### src/rtl/core/q2az_pkg.sv
// Shared widths, angle constants, the CORDIC arctangent table and the
// pipeline payload type of the quaternion to azimuth block. No dependencies.
package q2az_pkg;

  localparam int QW       = 16;  // quaternion component, Q1.15
  localparam int PROD_W   = 32;  // product of two components
  localparam int SC_W     = 34;  // sine and cosine terms, 30 fraction bits
  localparam int XY_W     = 37;  // CORDIC vector, room for the gain
  localparam int ANG_W    = 27;  // signed angle in 2^-16 degree
  localparam int AZA_W    = 26;  // non-negative azimuth in 2^-16 degree
  localparam int AZ_W     = 15;  // azimuth in 1/64 degree
  localparam int AZ_SHIFT = 10;  // 2^-16 degree to 1/64 degree

  localparam int ATAN_LEN        = 24;
  localparam int CORDIC_ITER_DEF = 16;
  localparam int AZ_FULL         = 23040;  // 360 degrees in 1/64 degree

  localparam logic signed [SC_W-1:0]  SC_ONE  = 34'sd1073741824;
  localparam logic signed [ANG_W-1:0] ANG_90  = 27'sd5898240;
  localparam logic signed [ANG_W-1:0] ANG_180 = 27'sd11796480;
  localparam logic signed [ANG_W-1:0] ANG_360 = 27'sd23592960;
  localparam logic [AZA_W:0]          AZ_HALF_LSB = 27'd512;

  typedef logic signed [ANG_W-1:0] ang_t;

  // atan(2^-i) in 2^-16 degree, rounded to nearest.
  localparam ang_t ATAN_TAB [ATAN_LEN] = '{
    27'sd2949120, 27'sd1740967, 27'sd919879, 27'sd466945,
    27'sd234379,  27'sd117304,  27'sd58666,  27'sd29335,
    27'sd14668,   27'sd7334,    27'sd3667,   27'sd1833,
    27'sd917,     27'sd458,     27'sd229,    27'sd115,
    27'sd57,      27'sd29,      27'sd14,     27'sd7,
    27'sd4,       27'sd2,       27'sd1,      27'sd0
  };

  // Vector and angle carried through the micro-rotation stages.
  typedef struct packed {
    logic signed [XY_W-1:0] x;
    logic signed [XY_W-1:0] y;
    ang_t                   z;
    logic                   zero;  // both terms were zero: yaw is forced to 0
  } cordic_t;

endpackage

### src/rtl/core/q2az_cordic_stage.sv
// One registered CORDIC vectoring micro-rotation with a fixed shift.
// Depends on q2az_pkg for the vector type and the arctangent table.
module q2az_cordic_stage import q2az_pkg::*; #(
  parameter int SHIFT = 0
) (
  input  logic    clk,
  input  logic    load,
  input  cordic_t vin,
  output cordic_t vout
);

  logic signed [XY_W-1:0] x_in, y_in, xs, ys;
  cordic_t                vnext;

  assign x_in = vin.x;
  assign y_in = vin.y;
  assign xs   = x_in >>> SHIFT;
  assign ys   = y_in >>> SHIFT;

  // Rotate toward the x axis; the sign of y picks the direction.
  always_comb begin
    vnext.zero = vin.zero;
    if (!y_in[XY_W-1]) begin
      vnext.x = x_in + ys;
      vnext.y = y_in - xs;
      vnext.z = vin.z + ATAN_TAB[SHIFT];
    end else begin
      vnext.x = x_in - ys;
      vnext.y = y_in + xs;
      vnext.z = vin.z - ATAN_TAB[SHIFT];
    end
  end

  always_ff @(posedge clk) begin
    if (load) begin
      vout <= vnext;
    end
  end

endmodule

### config.mk
export PLATFORM = sky130hd
export DESIGN_NAME = q2az_cordic_stage
export DESIGN_NICKNAME = d
export VERILOG_FILES = /design/src/rtl/core/q2az_pkg.sv /design/src/rtl/core/q2az_cordic_stage.sv
export SDC_FILE = /design/constraint.sdc
export NUM_CORES = 1
export LEC_CHECK = 0
export BUFFER_PORTS_ARGS = -buffer_cell sky130_fd_sc_hd__buf_2
export CAP_MARGIN = 20
export CORE_UTILIZATION = 35
export CTS_CLUSTER_DIAMETER = 150
export CTS_CLUSTER_SIZE = 8
export DETAILED_ROUTE_END_ITERATION = 10
export REMOVE_ABC_BUFFERS = 1
export SYNTH_ARGS = -nofsm -noshare
export SYNTH_HDL_FRONTEND = slang
export SYNTH_SLANG_ARGS = --single-unit
### constraint.sdc
create_clock -name clk -period 4.1 [get_ports clk]
set_input_delay 0.41 -clock clk [delete_from_list [all_inputs] [get_ports clk]]
set_output_delay 0.41 -clock clk [all_outputs]
set_load 0.05 [all_outputs]
=== Word level (Yosys, flattened, before mapping) ===
Index checks and enable logic that the tools add are counted.

* Flip-flop bits (word level): 102
* Input bits: 104
* Output and inout bits: 102
* Word-level logic and storage cells: 10

* Add/subtract/negate cells: 5
* Muxes and demuxes: 1

{| class="wikitable"
|+ Operator list
! operator !! number
|-
| 2-to-1 mux 101 bit || 1
|-
| subtractor 37 bit || 2
|-
| adder 37 bit || 1
|-
| adder 27 x 23 -> 27 bit, second input constant || 1
|-
| subtractor 27 x 23 -> 27 bit, second input constant || 1
|}

=== Longest topological paths before layout ===
* Word-level depth: 2
* Depth in mapped cells: 14
* Mapped depth without buffers: 12

=== Least setup slack after synthesis ===
No wires, ideal clock.

* Path kind: input to register
* From: input vin[64] (netlist name)
* To: register vout[27] (netlist name), data pin
* Setup time: 0.157 ns
* Arrival time: 2.915 ns
* Required time: 3.943 ns
* Setup slack: 1.028 ns
* Stages on the path: 14
* Buffers on the path: 3
* Cell sequence: clkbuf_1 > inv_1 > clkbuf_1 > clkbuf_1 > ha_1 > nor2b_1 > o21ai_0 > a21boi_0 > o21ai_0 > nand2b_1 > a21oi_1 > o21bai_1 > and4_1 > nor3_1

{| class="wikitable"
|+ RTL lines
! what !! line !! text
|-
| start, declared || q2az_cordic_stage.sv:8 || <nowiki>input cordic_t vin,</nowiki>
|-
| end signal, assigned || q2az_cordic_stage.sv:36 || <nowiki>vout <= vnext;</nowiki>
|-
| end, declared || q2az_cordic_stage.sv:9 || <nowiki>output cordic_t vout</nowiki>
|}

==> results.yml <==
timing:
  fmax_mhz: 275
  worstMarginPinSlew_ns: 0.878
  holdWs_ns: 0.224
  setup_viol: 0
  slew_viol_final: 0
  rsz0062_at_grt: "false"
  relSlewSlack_pct: 41.1
  setup_slack_ns: 0.461
  setup_tns_ns: 0
  final.period_utilization_pct: 88.8
  finalCriticalPeriod_ns: 3.64
  hold_viol: 0
power:
  powerDensity_nw_per_um2: 364
  power_frac_comb_pct: 45.8
  switchingPower_mw: 1.86
  switching_share_pct: 43.7
  pwr-share-clk_pct: 21.4
  p_int_mw: 2.40
  p_leak_nw: 5.22
  seq_power_share_pct: 32.8
  peakVddDrop_v: 0.000217
detailed_routing:
  drt_iter0_drc: 1096
  drc: 0
  viasPerCell: 5.40
  ant_nets: 0
  wl_mm: 31.4
  dr.pass1.iters: 5
  via_count: 9224
  routedWlPerCell_um: 18.4
placement:
  place_area_um2: 11400
  pre_cts_slack_ns: 0.216
  place.detailed.hpwl_mm: 25.2
  gp_congestion: 0.930
  place_inst: 1692
  io_buffers: 205
finish:
  fin_nets: 1558
  layout_commonest_cell: "buf_2"
  largest_reg_flops: 101
  diodes: 0
  drive_above_1_share_pct: 19.8
  stdcell_area_um2: 11700
  area_delta_synth_final_pct: 17.5
  top_regs: "vout: 101 flops"
  final_cell_mix: "204 x buf_2, 133 x a21oi_1, 125 x ha_1, 111 x inv_1, 101 x edfxtp_1"
  top_register: "vout"
  fin_cells: 1708
clock_network:
  cts_sinks: 101
  numCtsBuffers: 9
  clk_path_buf_depth: 2
  clk_pin_slew_worst_paths_ns: 0.07
  cts-root-buf: "clkbuf_16"
  postCtsResizedCells: 0
  hold_buffers: 0
  htreeDepth: 3
  postCtsSetupBuffers: 0
  cts_tree: "yes"
critical_path:
  worstSetupStartpointType: "primary input"
  worstPathRequired_ns: 4.20
  crit_fanout: 11
  critPathArrivalTime_ns: 3.74
  critPathCaptureType: "flip-flop"
  critical_path_class: "in2reg"
floorplan:
  io_pins: 206
  die_h_um: 170
  fp-row-count: 61
  start_util_pct: 35.7
  core_area_um2: 27900
  die_x_um: 170
  dieArea_um2: 29100
yosys:
  synth_edf_count: 101
  yosysSeqAreaShare_pct: 30.5
  syn_area_um2: 9940
  avgSynthCellArea_um2: 8.73
  yosys_most_used_dff: "edfxtp_1"
  synth_seq_cells: 101
  netlist_instances: 1138
  synth_cell_type_count: 75
  synth-async-reset-ratio_pct: 0
  yosys_warnings: 0
grt:
  grt_pass1_vias: 8503
  track_usage_pct: 21.4
  grt_first_pass_wirelength_mm: 48.0
  antenna_found_initial: 0
  grt_max_degree: 61
  grt.overflow.total: 0
min_path:
  hold_class: "in2reg"
status:
  status: "finished, final reports clean"
job:
  maxCapViolations: 0
-- cell usage after synthesis (all sizes together), types with 12 or more instances --
library cell / n / area share, %
nand2b: 12 / 0.76
buf: 26 / 1.4
clkbuf: 26 / 0.98
o211ai: 13 / 1.0
o21bai: 24 / 1.8
nor2: 88 / 3.3
nor2b: 16 / 1.0
ha: 125 / 16
nand2: 61 / 2.3
xor2: 19 / 1.7
o21a: 13 / 0.98
mux2i: 14 / 1.4
xnor2: 59 / 5.2
o31ai: 13 / 1.0
o21ai: 75 / 3.8
a21oi: 133 / 6.7
nor4: 14 / 0.88
nand3: 19 / 0.96
a21o: 24 / 1.8
inv: 115 / 4.4
edfxtp: 101 / 31
nor3: 21 / 1.2
-- power by group through the flow --
stage	logic, mW	registers [mW]	clock network [mW]
2_1_floorplan	0.799	1.98	0
3_3_place_gp	1.93	1.42	0
3_5_place_dp	1.93	1.42	0
4_1_cts	1.94	1.40	0.941
5_1_grt	2.09	1.41	0.966
6_report	1.95	1.40	0.909
-- logic make-up after synthesis --
group	synth area share, %
adders and majority gates	16.5
and+or+nand+nor	13.3
buffers and inverters	6.81
DFF	30.5
muxes	1.41
AOI/OAI and AO/OA	24.5
xor gates and xnor gates	6.88
-- per-layer routing --
metal	vias to the layer above	global-route usage, %	routed length (um)
met2	393	33.4	14000
met5	-	0	0
li1	4454	-	-
met1	4333	30.7	14600
met3	44	3.05	2340
met4	0	5.52	540
-- per-stage QoR --
stage	power, mW	util, %
floorplan	2.78	-
global placement	3.34	40.8
detailed placement	3.35	40.8
CTS	4.28	41.9
global route	4.47	41.9
finish	4.25	41.9
-- path summary, 6_finish.rpt --
kind	depth (start not counted)	slack, ns	endpoint	from
worst max-delay path	12	0.46	vout[94]	vin[36]
worst min-delay path	1	0.22	vout[16]	vin[16]
-- critical path: stages --
cell	delay (ns)
buf_2	0.10
inv_1	0.04
ha_1	0.44
nor4_1	0.48
nand3_1	0.13
a211oi_1	0.75
o21ai_0	0.29
a211oi_1	0.48
a311o_1	0.25
a21oi_1	0.08
o22ai_1	0.20
xnor2_1	0.09
-- layout make-up --
class | instances | area (um2)
repair buffers | 228 | 1200
clock buffers | 9 | 225
well taps | 378 | 473
multi-input cells | 869 | 6230
fillers | 2839 | 16200
flip-flops and latches | 101 | 3030
clock inverters | 7 | 78.8
inverters | 116 | 438
(Power assumes the default switching activity.)
