===== config.mk =====
export PLATFORM = sky130hd
export DESIGN_NAME = q2az_front
export DESIGN_NICKNAME = d
export VERILOG_FILES = /design/src/rtl/core/q2az_pkg.sv /design/src/rtl/core/q2az_front.sv
export SDC_FILE = /design/constraint.sdc
export NUM_CORES = 2
export LEC_CHECK = 0
export ABC_AREA = 1
export BUFFER_PORTS_ARGS = -buffer_cell sky130_fd_sc_hd__buf_4
export CORE_UTILIZATION = 35
export DETAILED_ROUTE_END_ITERATION = 10
export SETUP_SLACK_MARGIN = 0.4
export SYNTH_ARGS = -nofsm -noshare
export SYNTH_HDL_FRONTEND = slang
export SYNTH_SLANG_ARGS = --single-unit

===== constraint.sdc =====
create_clock -name clk -period 8.7 [get_ports clk]
set_clock_uncertainty 0.15 [all_clocks]
set_input_delay 1.74 -clock clk [delete_from_list [all_inputs] [get_ports clk]]
set_output_delay 1.74 -clock clk [all_outputs]
set_load 0.1 [all_outputs]

===== src/rtl/core/q2az_pkg.sv =====
// Shared widths, angle constants, the CORDIC arctangent table and the
// pipeline payload type of the quaternion to azimuth block. No dependencies.
package q2az_pkg;

  localparam int QW       = 16;  // quaternion component, Q1.15
  localparam int PROD_W   = 32;  // product of two components
  localparam int SC_W     = 34;  // sine and cosine terms, 30 fraction bits
  localparam int XY_W     = 37;  // CORDIC vector, room for the gain
  localparam int ANG_W    = 27;  // signed angle in 2^-16 degree
  localparam int AZA_W    = 26;  // non-negative azimuth in 2^-16 degree
  localparam int AZ_W     = 15;  // azimuth in 1/64 degree
  localparam int AZ_SHIFT = 10;  // 2^-16 degree to 1/64 degree

  localparam int ATAN_LEN        = 24;
  localparam int CORDIC_ITER_DEF = 16;
  localparam int AZ_FULL         = 23040;  // 360 degrees in 1/64 degree

  localparam logic signed [SC_W-1:0]  SC_ONE  = 34'sd1073741824;
  localparam logic signed [ANG_W-1:0] ANG_90  = 27'sd5898240;
  localparam logic signed [ANG_W-1:0] ANG_180 = 27'sd11796480;
  localparam logic signed [ANG_W-1:0] ANG_360 = 27'sd23592960;
  localparam logic [AZA_W:0]          AZ_HALF_LSB = 27'd512;

  typedef logic signed [ANG_W-1:0] ang_t;

  // atan(2^-i) in 2^-16 degree, rounded to nearest.
  localparam ang_t ATAN_TAB [ATAN_LEN] = '{
    27'sd2949120, 27'sd1740967, 27'sd919879, 27'sd466945,
    27'sd234379,  27'sd117304,  27'sd58666,  27'sd29335,
    27'sd14668,   27'sd7334,    27'sd3667,   27'sd1833,
    27'sd917,     27'sd458,     27'sd229,    27'sd115,
    27'sd57,      27'sd29,      27'sd14,     27'sd7,
    27'sd4,       27'sd2,       27'sd1,      27'sd0
  };

  // Vector and angle carried through the micro-rotation stages.
  typedef struct packed {
    logic signed [XY_W-1:0] x;
    logic signed [XY_W-1:0] y;
    ang_t                   z;
    logic                   zero;  // both terms were zero: yaw is forced to 0
  } cordic_t;

endpackage


===== src/rtl/core/q2az_front.sv =====
// Front end: products, sine and cosine terms, and the half-plane pre-rotation,
// three register stages. Depends on q2az_pkg.
module q2az_front import q2az_pkg::*; (
  input  logic                 clk,
  input  logic [2:0]           load,
  input  logic signed [QW-1:0] quat_w,
  input  logic signed [QW-1:0] quat_x,
  input  logic signed [QW-1:0] quat_y,
  input  logic signed [QW-1:0] quat_z,
  output cordic_t              vec
);

  logic signed [PROD_W-1:0] p_wz, p_xy, p_yy, p_zz;
  logic signed [SC_W-1:0]   s_term, c_term;
  logic signed [SC_W-1:0]   s_next, c_next;
  logic signed [PROD_W:0]   s_sum;
  logic [PROD_W-1:0]        mag;
  logic signed [XY_W-1:0]   s_ext, c_ext;
  cordic_t                  vec_next;

  // Stage 1: the four products.
  always_ff @(posedge clk) begin
    if (load[0]) begin
      p_wz <= quat_w * quat_z;
      p_xy <= quat_x * quat_y;
      p_yy <= quat_y * quat_y;
      p_zz <= quat_z * quat_z;
    end
  end

  // Stage 2: S = 2(wz + xy), C = 1 - 2(yy + zz). Squares are below 2^31.
  assign s_sum  = {p_wz[PROD_W-1], p_wz} + {p_xy[PROD_W-1], p_xy};
  assign s_next = {s_sum, 1'b0};
  assign mag    = {1'b0, p_yy[PROD_W-2:0]} + {1'b0, p_zz[PROD_W-2:0]};
  assign c_next = SC_ONE - $signed({1'b0, mag, 1'b0});

  always_ff @(posedge clk) begin
    if (load[1]) begin
      s_term <= s_next;
      c_term <= c_next;
    end
  end

  // Stage 3: fold a vector in the left half-plane over to the right one.
  assign s_ext = {{(XY_W-SC_W){s_term[SC_W-1]}}, s_term};
  assign c_ext = {{(XY_W-SC_W){c_term[SC_W-1]}}, c_term};

  always_comb begin
    vec_next.zero = (s_term == '0) && (c_term == '0);
    if (c_term[SC_W-1]) begin
      vec_next.x = -c_ext;
      vec_next.y = -s_ext;
      vec_next.z = s_term[SC_W-1] ? -ANG_180 : ANG_180;
    end else begin
      vec_next.x = c_ext;
      vec_next.y = s_ext;
      vec_next.z = '0;
    end
  end

  always_ff @(posedge clk) begin
    if (load[2]) begin
      vec <= vec_next;
    end
  end

endmodule


# After elaboration in Yosys (flattened, before gate mapping)
# Cells that the tools add are included.
[classes]
reduce_logical = 3
n_mux = 2
n_mul = 4
add_sub_neg = 5
[op_table]
columns = ["cell", "n"]
rows = [
  ["$mux 97", 1],
  ["$neg 34->37", 2],
  ["$logic_not 34->1", 2],
  ["$mul 16x16->32", 2],
  ["$mul 16x16->31", 2],
  ["$sub 31x33->34 const A", 1],
  ["$add 32x32->33", 1],
  ["$add 31x31->32", 1],
  ["$mux 27", 1],
  ["$logic_and 1x1->1", 1],
]
[totals]
in_bits = 68
output_inout_bits = 102
register_bits = 295

# Longest topological paths before layout
[logic_depth]
ltp_word = 2
depth_mapped = 28

# Worst setup path after synthesis
# OpenSTA, ideal clock, no wires.
[synth_timing]
path_type = "input to register"
start = "input port quat_z[1]"
end = "register p_wz[30], data pin"
arrival_ns = 6.995
slack_ns = 1.290
setup_ns = 0.266
path_buffers = 2
stages = 21
cell_sequence = "clkbuf_1 > clkbuf_1 > nand2_1 > inv_1 > fa_1 > fa_1 > fa_1 > fa_1 > fa_1 > inv_1 > fa_1 > inv_1 > ha_1 > nand2_1 > nor4_1 > nand3_1 > nand3_1 > nand3_1 > nand2_1 > a21boi_0 > xor2_1"
[synth_via]
elab_chain_cells = 1
[synth_rtl]
columns = ["element", "line_no", "source"]
rows = [
  ["start, declared", "q2az_front.sv:9", "input logic signed [QW-1:0] quat_z,"],
  ["$mul 16x16->32", "q2az_front.sv:24", "p_wz <= quat_w * quat_z;"],
  ["end signal, assigned", "q2az_front.sv:24", ""],
  ["end, declared", "q2az_front.sv:13", "logic signed [PROD_W-1:0] p_wz, p_xy, p_yy, p_zz;"],
]
# Every way passes these cells.
# A chain may end at the register's enable or synchronous reset.

# Worst setup path after layout
[layout_timing]
start = "input port quat_y[15]"
end = "register p_yy[29], data pin"
[layout_via]
elab_chain_cells = 1
[layout_rtl]
columns = ["element", "line_no", "source"]
rows = [
  ["start, declared", "q2az_front.sv:8", "input logic signed [QW-1:0] quat_y,"],
  ["$mul 16x16->31", "q2az_front.sv:26", "p_yy <= quat_y * quat_y;"],
  ["end signal, assigned", "q2az_front.sv:26", ""],
  ["end, declared", "q2az_front.sv:13", ""],
]
# Every way passes these cells.

==> results_dict.tcl <==
set metrics [dict create \
    status "complete, no violations" \
    overflow 0 \
    first_iter_violations 2181 \
    maxCapViolations 0 \
    die_x_um 390 \
    arrival_ns 7.96 \
    cts_sinks 266 \
    finalCritPeriodShare 0.901 \
    rows 142 \
    layout_common_cells "inv_1 (1800), nand2_1 (1310), fa_1 (983)" \
    wl_um 131000 \
    worst_ep_required_time_ns 8.82 \
    setup-violations-final 0 \
    cts_setup_buffers 0 \
    postRouteAntennaNets 0 \
    ys_seq_elements 266 \
    synth-async-reset-ratio 0 \
    hp-class "reg2reg" \
    syn-cell-area_mm2 0.0528 \
    vias 37900 \
    relSlewSlack 0.339 \
    antenna_found_initial 6 \
    ctsHtreeMaxLevel 2 \
    tightest_slew_ns 0.966 \
    finalNetCount 7655 \
    report.final.slew_viol_count 0 \
    area_growth_pct 7.75 \
    avgRoutedWirePerCell_um 15.9 \
    rsz0062_at_grt "false" \
    hold-path-cell-count 0 \
    cp-start-kind "primary input" \
    first_pass_iters 6 \
    clockBufferDepth 3 \
    die_area_mm2 0.152 \
    placed_cells 8176 \
    synth-main-ff-cell "edfxtp_1" \
    hold_buffers 0 \
    tns_ns 0 \
    grt_max_degree 77 \
    fmax_mhz 128 \
    cts.reportedPaths.clkPinSlew_ns 0.06 \
    setup_slack_ns 0.860 \
    grtUsageTotal 0.177 \
    final_layout_size_suffix_gt1_frac 0.0503 \
    period_needed_ns 7.84 \
    io-pin-count 170 \
    drc_errors 0 \
    synth.distinct_cells 55 \
    clockRootBuffer "clkbuf_16" \
    worstSkewPairLatency_ns 0.56 \
    grt_pass1_wl_um 214000 \
    seq_area_mm2 0.00799 \
    syn_avg_cell_area_um2 8.54 \
    cts_resized 0 \
    crit_path_end_kind "register" \
    n_fill_cell 15200 \
    start_util 0.352 \
    fin_cells 8237 \
    critPathKind "in2reg" \
    numCtsBuffers 34 \
    finalHoldViolCount 0 \
    post-place-ws_ns 0.299 \
    final_common_cell "inv_1" \
    grt_pass1_vias 40100 \
    cts_tree "yes" \
    io_buffer_count 149 \
    multi_input_area_mm2 0.0372 \
    dp_hpwl_um 110000 \
    coreArea_mm2 0.150 \
    die_h_um 390 \
    r2r_cells 15 \
    yosys_warnings 0 \
    post-route-util 0.380 \
    gp_congestion 0.905 \
    ys_seq_area_frac 0.151 \
    cp_max_fo 22 \
    routed_via_density 4.60 \
    synth_edf_count 266 \
    syn_inst 6178 \
]
## worst paths after layout
path                        from                     to  slack [ns]
max reg2reg  c_term[1]$_DFFE_PP_  vec[98]$_SDFFCE_PN0P_        5.38
min reg2reg  c_term[1]$_DFFE_PP_      vec[66]$_DFFE_PP_        0.29
min          c_term[1]$_DFFE_PP_      vec[66]$_DFFE_PP_        0.29
max                   quat_y[15]     p_yy[29]$_DFFE_PP_        0.86
## synth_stat cells, types with 13 or more instances
cell type  instances  share of area
xnor2_1          103          0.017
nand3_1           98         0.0093
o21bai_1          15         0.0021
xor2_1           180          0.030
nor4_1            13         0.0015
a21o_1            16         0.0023
fa_1             983           0.37
nand4_1           35         0.0042
nor3_1            39         0.0037
nor2_1           232          0.017
a21oi_1          193          0.018
ha_1             408          0.097
inv_1           1800           0.13
edfxtp_1         266           0.15
nand2_1         1310          0.093
nand2_2           19         0.0023
clkbuf_1         169          0.012
buf_4             26         0.0037
o21ai_0          101         0.0096
or2_2             16         0.0019
## stage by stage
| stage | area [µm²] | hold WS [ns] |
|---|---|---|
| floorplan | 52800 | 0.274 |
| global placement | 55700 | 0.297 |
| detailed placement | 55700 | 0.296 |
| CTS | 56800 | 0.293 |
| global route | 56800 | 0.339 |
| finish | 56800 | 0.293 |
## layer usage
layer | up-vias | GRT usage | share of wire
li1 | 18100 | - | -
met1 | 18800 | 0.247 | 0.45
met2 | 923 | 0.293 | 0.47
met3 | 125 | 0.0194 | 0.053
met4 | 4 | 0.0450 | 0.024
met5 | - | 0 | 0.00016
## cell families (layout without fill, tap and decap cells)
logic type | Yosys count | after routing | share of synthesized area
buf+inv | 2015 | 2035 | 0.145
other cells | 1 | 24 | 0.0000711
simple gates | 1814 | 1814 | 0.141
fa+ha+maj | 1391 | 1391 | 0.470
compound gates | 400 | 400 | 0.0427
xor+xnor | 291 | 291 | 0.0495
flops | 266 | 266 | 0.151
## layout make-up
class                      instances  share of cell area
multi-input combinational       3919               0.654
sequential                       266               0.141
inverter                        1814               0.120
tap                             2016              0.0444
timing repair buffer             161              0.0213
clock buffer                      38              0.0152
clock inverter                    22             0.00460
antenna                            1           0.0000440
## state kept, by name, summed over array words and instances (netlist names)
signal	cells
p_wz	32
s_term	33
p_yy	30
vec	76
p_zz	30
c_term	33
p_xy	32
## worst max-delay path, cell delays in order
cell and delay, ns:
buf_4 0.19, inv_1 0.67, nor2_1 0.20, fa_1 0.55
inv_1 0.05, fa_1 0.47, fa_1 0.52, inv_1 0.05
fa_1 0.47, inv_1 0.05, fa_1 0.47, inv_1 0.05
fa_1 0.43, ha_1 0.41, nand2_1 0.14, nor2_1 0.11
a2111oi_0 0.89, o211ai_1 0.24, xor2_1 0.22
Power is left out: the tool's default activity adds up to more than one toggle a clock period on the data nets, which glitch-free logic cannot reach.
