## config.mk

```make
export PLATFORM = sky130hd
export DESIGN_NAME = q2az_back
export DESIGN_NICKNAME = d
export VERILOG_FILES = /design/src/rtl/core/q2az_pkg.sv /design/src/rtl/core/q2az_back.sv
export SDC_FILE = /design/constraint.sdc
export NUM_CORES = 1
export LEC_CHECK = 0
export BUFFER_PORTS_ARGS = -buffer_cell sky130_fd_sc_hd__clkbuf_2
export CAP_MARGIN = 30
export CORE_AREA = 2 2 78 80
export DETAILED_ROUTE_END_ITERATION = 8
export DIE_AREA = 0 0 80 82
export PLACE_DENSITY = 0.76
export SLEW_MARGIN = 15
export SYNTH_ARGS = -nofsm -noshare
export SYNTH_HDL_FRONTEND = slang
export SYNTH_SLANG_ARGS = --single-unit
```

## constraint.sdc

```tcl
create_clock -name clk -period 5.9 [get_ports clk]
set_input_delay 0.295 -clock clk [delete_from_list [all_inputs] [get_ports clk]]
set_output_delay 0.295 -clock clk [all_outputs]
set_load 0.01 [all_outputs]
```

## src/rtl/core/q2az_pkg.sv

```systemverilog
// Shared widths, angle constants, the CORDIC arctangent table and the
// pipeline payload type of the quaternion to azimuth block. No dependencies.
package q2az_pkg;

  localparam int QW       = 16;  // quaternion component, Q1.15
  localparam int PROD_W   = 32;  // product of two components
  localparam int SC_W     = 34;  // sine and cosine terms, 30 fraction bits
  localparam int XY_W     = 37;  // CORDIC vector, room for the gain
  localparam int ANG_W    = 27;  // signed angle in 2^-16 degree
  localparam int AZA_W    = 26;  // non-negative azimuth in 2^-16 degree
  localparam int AZ_W     = 15;  // azimuth in 1/64 degree
  localparam int AZ_SHIFT = 10;  // 2^-16 degree to 1/64 degree

  localparam int ATAN_LEN        = 24;
  localparam int CORDIC_ITER_DEF = 16;
  localparam int AZ_FULL         = 23040;  // 360 degrees in 1/64 degree

  localparam logic signed [SC_W-1:0]  SC_ONE  = 34'sd1073741824;
  localparam logic signed [ANG_W-1:0] ANG_90  = 27'sd5898240;
  localparam logic signed [ANG_W-1:0] ANG_180 = 27'sd11796480;
  localparam logic signed [ANG_W-1:0] ANG_360 = 27'sd23592960;
  localparam logic [AZA_W:0]          AZ_HALF_LSB = 27'd512;

  typedef logic signed [ANG_W-1:0] ang_t;

  // atan(2^-i) in 2^-16 degree, rounded to nearest.
  localparam ang_t ATAN_TAB [ATAN_LEN] = '{
    27'sd2949120, 27'sd1740967, 27'sd919879, 27'sd466945,
    27'sd234379,  27'sd117304,  27'sd58666,  27'sd29335,
    27'sd14668,   27'sd7334,    27'sd3667,   27'sd1833,
    27'sd917,     27'sd458,     27'sd229,    27'sd115,
    27'sd57,      27'sd29,      27'sd14,     27'sd7,
    27'sd4,       27'sd2,       27'sd1,      27'sd0
  };

  // Vector and angle carried through the micro-rotation stages.
  typedef struct packed {
    logic signed [XY_W-1:0] x;
    logic signed [XY_W-1:0] y;
    ang_t                   z;
    logic                   zero;  // both terms were zero: yaw is forced to 0
  } cordic_t;

endpackage

```

## src/rtl/core/q2az_back.sv

```systemverilog
// Back end: yaw to compass azimuth, wrap into one turn and round to 1/64
// degree, two register stages. Depends on q2az_pkg.
module q2az_back import q2az_pkg::*; (
  input  logic            clk,
  input  logic [1:0]      load,
  input  cordic_t         vec,
  output logic [AZ_W-1:0] azimuth
);

  localparam int R_W = AZA_W + 1 - AZ_SHIFT;

  ang_t              yaw, az0, az1;
  logic [AZA_W-1:0]  az_pos, az_pos_next;
  logic [AZA_W:0]    az_round;
  logic [R_W-1:0]    r, r_wrap;

  // Stage 1: azimuth = 90 - yaw, one turn added when negative.
  assign yaw = vec.zero ? '0 : vec.z;
  assign az0 = ANG_90 - yaw;
  assign az1 = az0[ANG_W-1] ? az0 + ANG_360 : az0;
  assign az_pos_next = az1[ANG_W-1] ? '0 : az1[AZA_W-1:0];

  always_ff @(posedge clk) begin
    if (load[0]) begin
      az_pos <= az_pos_next;
    end
  end

  // Stage 2: round half up to 1/64 degree; a full turn wraps to zero.
  assign az_round = {1'b0, az_pos} + AZ_HALF_LSB;
  assign r        = az_round[AZA_W:AZ_SHIFT];
  assign r_wrap   = (r >= R_W'(AZ_FULL)) ? r - R_W'(AZ_FULL) : r;

  always_ff @(posedge clk) begin
    if (load[1]) begin
      azimuth <= r_wrap[AZ_W-1:0];
    end
  end

endmodule

```

After elaboration in Yosys (flattened, before gate mapping). Index checks and enable logic that the tools add are counted.

Flip-flop bits (word level): 41. Bits in latches: 0. Memory bits (writable): 0. ROM bits: 0. Bits of input ports: 105. Output and inout port bits: 15. Logic and storage cells: 10. Memories kept: 0.

Add/sub/neg operators: 4. $mul: 0. Div/mod/pow operators: 0. $lt $le $gt $ge: 1. Eq/ne operators: 0. Shifts and indexed selects: 0. Multiplexer cells: 3. Bitwise gates (word level): 0. Reduce and logical (&&, ||, !) cells: 0.

Operators by type and width (number): 27-bit two-way mux (2); 26-bit by 10-bit adder with 27-bit output, second input constant (1); 27-bit by 26-bit adder with 27-bit output, second input constant (1); 24-bit by 27-bit subtractor with 27-bit output, first input constant (1); 17-bit by 15-bit >= comparator with 1-bit output, second input constant (1); 15-bit two-way mux (1); 15-bit subtractor, second input constant (1).

Depth between registers and ports, before layout.
Depth after elaboration: 4. Mapped depth: 15. Depth with buffers taken out: 13.

Least setup slack after synthesis. No wires, ideal clock.

Kind: register to register. Start point: register az_pos[9]. End point: register azimuth[10] (data pin). Setup time: 0.272 ns. Arrival time: 3.272 ns. Data required time: 5.628 ns. Setup slack: 2.357 ns. Cell stages (with the launch flop): 15. Buffers on the path: 2. Clock period less this slack: 3.543 ns. Path through: edfxtp_1 ha_1 and4_1 clkbuf_1 nand3_1 xnor2_1 inv_1 ha_1 clkbuf_1 or4b_2 o211ai_1 nor3_1 o31ai_1 a21oi_1 mux2i_1.

Cells in the longest elaborated chain, start to end: 3. Elaborated cells on any way between the ends: 4. Those cells by class: add/sub (2); order compare (1); mux (1).

RTL lines: start, declared (RTL line q2az_back.sv:13) `logic [AZA_W-1:0] az_pos, az_pos_next;`; start signal, assigned (RTL line q2az_back.sv:25) `az_pos <= az_pos_next;`; 26-bit by 10-bit adder with 27-bit output (*) (RTL line q2az_back.sv:30) `assign az_round = {1'b0, az_pos} + AZ_HALF_LSB;`; 15-bit subtractor or 17-bit by 15-bit >= comparator with 1-bit output (tied branches) (RTL line q2az_back.sv:32) `assign r_wrap = (r >= R_W'(AZ_FULL)) ? r - R_W'(AZ_FULL) : r;`; 15-bit two-way mux (*) (RTL line q2az_back.sv:32); net r_wrap[10] (RTL line q2az_back.sv:15) `logic [R_W-1:0] r, r_wrap;`; end signal, assigned (RTL line q2az_back.sv:36) `azimuth <= r_wrap[AZ_W-1:0];`; end, declared (RTL line q2az_back.sv:7) `output logic [AZ_W-1:0] azimuth`.

The timed path passes the listed nets; every way through them passes the cells marked *. A chain may end at the register's enable or synchronous reset.

Worst setup path in the final report. Ends and elaborated chain as after synthesis.

==> qor_table.md <==
| Result | Value |
|:---|:---|
| Outcome | complete, no violations |
| Number of enable flip-flop cells after synthesis | 32 |
| Comb power frac | 22.2% |
| Boundary Pins | 120 |
| Number of antenna violations at the first check in global routing | 0 |
| Clock Sinks | 32 |
| Cell-internal power | 470 uW |
| Share of Yosys cell area claimed by the top area cell type | 38.4% |
| Share of synthesized cell area in and, or, nand and nor gates | 27.5% |
| Most common cell after layout, fill and taps aside | clkbuf_2 |
| Synthesized flop and latch total | 32 |
| Leakage power figure | 0.00102 uW |
| Post-layout instance area | 0.00286 sq mm |
| Total half-perimeter wirelength after legalization and detailed placement | 3760 microns |
| Clock root buffer | clkbuf_8 |
| Crit Path Class | flip-flop to flip-flop |
| Worst min path class | input pin to flip-flop |
| Maximum resistive drop on vdd | 0.135 mV |
| Wire length of the first global-routing pass | 8380 microns |
| TritonCTS clock tree | done |
| Chip Height | 82 microns |
| Number of resized instances in the post-cts repair step | 0 |
| Cell Area, Placed | 0.00275 sq mm |
| Top cells by area, synth | edfxtp_1 (38%), xnor2_1 (6.0%), xor2_1 (3.5%), nand3_1 (3.0%), nor3_1 (3.0%) |
| Highest-count cells in the layout ignoring fill and taps | clkbuf_2 (45), edfxtp_1 (32), nand2_1 (19) |
| Final worst-path cycle share | 65.6% |
| Post-layout minimum cycle time | 3.87 ns |
| Register Area | 961 sq um |
| Clk pwr share | 30.8% |
| Number of CTS-inserted buffers | 5 |
| Post-Place Cells | 373 |
| Critical Path Start Type | flip-flop |
| Pin count of the biggest net entering global routing | 26 |
| Critical Path Sink Type | flip-flop |
| Count of final max-slew check failures | 0 |
| Fin util | 49.7% |
| FILL cells | 556 |
| Wire length after detailed routing | 4820 microns |
| Final net count | 413 |
| Number of setup violations in the final report | 0 |
| Critical path arrival | 3.89 ns |
| Number of standard cells after synthesis | 268 |
| Post-Syn Area per Cell | 9.33 sq um |
| Via Count | 2170 |
| Power Dens Cells | 225 mW/mm^2 |
| Clk Latency, worst-skew pair | 0.28 ns |
| Area share of fa/ha/maj cells after synthesis | 1.50% |
| Final cell count without fillers | 381 |
| Area taken by multi-input logic gates | 0.00145 sq mm |
| N_diodes | 0 |
| Share of synthesized flip-flops with an asynchronous set or reset | 0% |
| Post-route setup slack | 2.03 ns |
| Seq/Total Area, Yosys | 38.4% |
| Final total negative setup slack | 0 ns |
| Endpoints failing hold | 0 |
| Post-route antenna net violation count | 0 |
| Combinational family with the most area after synthesis | simple AND/OR/NAND/NOR gates |
| CP Max Fanout | 13 |
| Number of global-route vias before repair | 1936 |
| Area overhead of the layout relative to synthesis | 14.2% |
| Die X | 80 microns |
| Top FF cell, synth | edfxtp_1 |
| Count of unresolved DRC violations after routing | 0 |
| Effective utilization at floorplan | 43.5% |
| Area of the die | 0.00656 sq mm |
| Initial DRC count | 118 |
| Setup repair after global routing missed its margin | no |
| Number of rows created at floorplan | 28 |
| Number of hold-repair buffers added at the cts stage | 0 |
| Total Routing Usage GR | 16.2% |
| Share of total power consumed by net switching | 27.0% |
| Final worst clock skew | 0.00509 ns |
| Yosys top cell by area | edfxtp_1 |
| NetSw | 174 uW |
| Number of buffers inserted by post-CTS setup repair | 0 |
| Reported max-cap violation count | 0 |
| Setup slack after placement | 2.10 ns |
| Share of power burned in registers | 47.0% |
| Share of final-layout standard cells stronger than drive strength 1 | 23.9% |
| Pre-antenna DRT Iters | 4 |
| Req. time, crit path | 5.92 ns |
| Number of warnings reported in the yosys synthesis log | 0 |
| Post-Synth XOR/XNOR Area | 9.45% |
| Multiplexer area fraction after synthesis | 2.90% |
| Deepest level of the CTS H-tree | 2 |
| Maximum clock frequency | 258 MHz |
| Routability congestion estimate from global placement | 0.955 |
| Area of the mapped netlist | 0.00250 sq mm |
| Buffers added on ports | 45 |
| Complex-gate fraction of the synthesized area | 16.8% |
| Routed length per instance | 12.7 microns |
| Relative slew slack | 48.2% |
| Clock input transition at the sequential cells of the worst setup and hold paths | 0.06 ns |
| Post-synth net total | 376 |
| Buffer levels on the longest clock path | 2 |
| Actual transition at the worst max-transition pin | 0.755 ns |
| Count of distinct cell types in the synthesized netlist | 62 |
| Grt ovf | 0 |
| Placeable core region | 0.00575 sq mm |
| Avg Vias per Cell | 5.70 |
## stage by stage
stage          hold WS, ns  total power (uW)
2_1_floorplan        0.407               403
3_3_place_gp         0.640               444
3_5_place_dp         0.665               448
4_1_cts              0.426               648
5_1_grt              0.457               682
6_report             0.434               644
## area by class of cell
class | instances | share of cell area (%)
multi-input cells | 217 | 50.9
flip-flops and latches | 32 | 33.6
repair buffers | 45 | 7.88
well taps | 75 | 3.29
clock buffers | 6 | 2.54
clock inverters | 2 | 1.23
inverters | 4 | 0.526
## Yosys cell counts, types with 2 or more instances
cell / count
a21oi_1: 14
o21ba_2: 2
nand3_1: 15
or3_1: 4
nand4_1: 10
nor4_1: 6
o22ai_1: 2
mux2_2: 2
o31ai_1: 2
nand3b_1: 2
nor4b_1: 4
or4_1: 2
and2_1: 4
a31oi_1: 2
o211ai_1: 2
edfxtp_1: 32
a21o_1: 2
nand2_1: 19
nor2_1: 18
a211o_1: 2
buf_2: 2
and4_1: 5
a21boi_0: 3
ha_1: 3
or2_2: 4
inv_1: 4
o2111ai_1: 2
xnor2_1: 17
o211a_1: 2
clkbuf_1: 9
mux2i_1: 5
xor2_1: 10
nor3_1: 15
o21ai_0: 13
## worst max-delay path: stages, from the launching register on
cell and delay (ns):
edfxtp_1 0.41, ha_1 0.28, and4_1 0.49, nand3_1 0.15, xnor2_1 0.30, inv_1 0.13
ha_1 0.33, or4b_2 0.67, o211ai_1 0.27, nor3_1 0.09, o31ai_1 0.13, a21oi_1 0.21
mux2i_1 0.15
## power by group through the flow
| stage | combinational [uW] | sequential (uW) | clock, uW |
|---|---|---|---|
| 2_1_floorplan | 100 | 303 | 0 |
| 3_3_place_gp | 138 | 306 | 0 |
| 3_5_place_dp | 141 | 307 | 0 |
| 4_1_cts | 142 | 302 | 203 |
| 5_1_grt | 160 | 306 | 216 |
| 6_report | 143 | 302 | 199 |
## path summary, 6_finish.rpt
| kind | from | to | slack, ns | cells past startpoint |
|---|---|---|---|---|
| min | vec[14] | az_pos[13] | 0.43 | 4 |
| max reg2reg | az_pos[9] | azimuth[10] | 2.03 | 12 |
| max | az_pos[9] | azimuth[10] | 2.03 | 12 |
| min reg2reg | az_pos[13] | azimuth[3] | 0.69 | 1 |
## layer usage
layer / global-route usage, % / part of all wire [%]
met5: 0 / 0
met1: 19.5 / 45
met3: 3.63 / 5.3
met2: 28.0 / 48
met4: 6.44 / 1.5
## state kept, by name (all words and copies together), names as in the netlist
register	count
azimuth	15
az_pos	17
## kinds of logic (layout without fill, tap and decap cells)
group                    count (synthesis)  in the layout
multiplexers                             7              7
AO/OA/AOI/OAI                           60             60
AND/OR/NAND/NOR                        120            120
adder cells (fa/ha/maj)                  3              3
buffers and inverters                   19             57
flip-flops                              32             32
XOR/XNOR                                27             27
(Power assumes the default switching activity.)
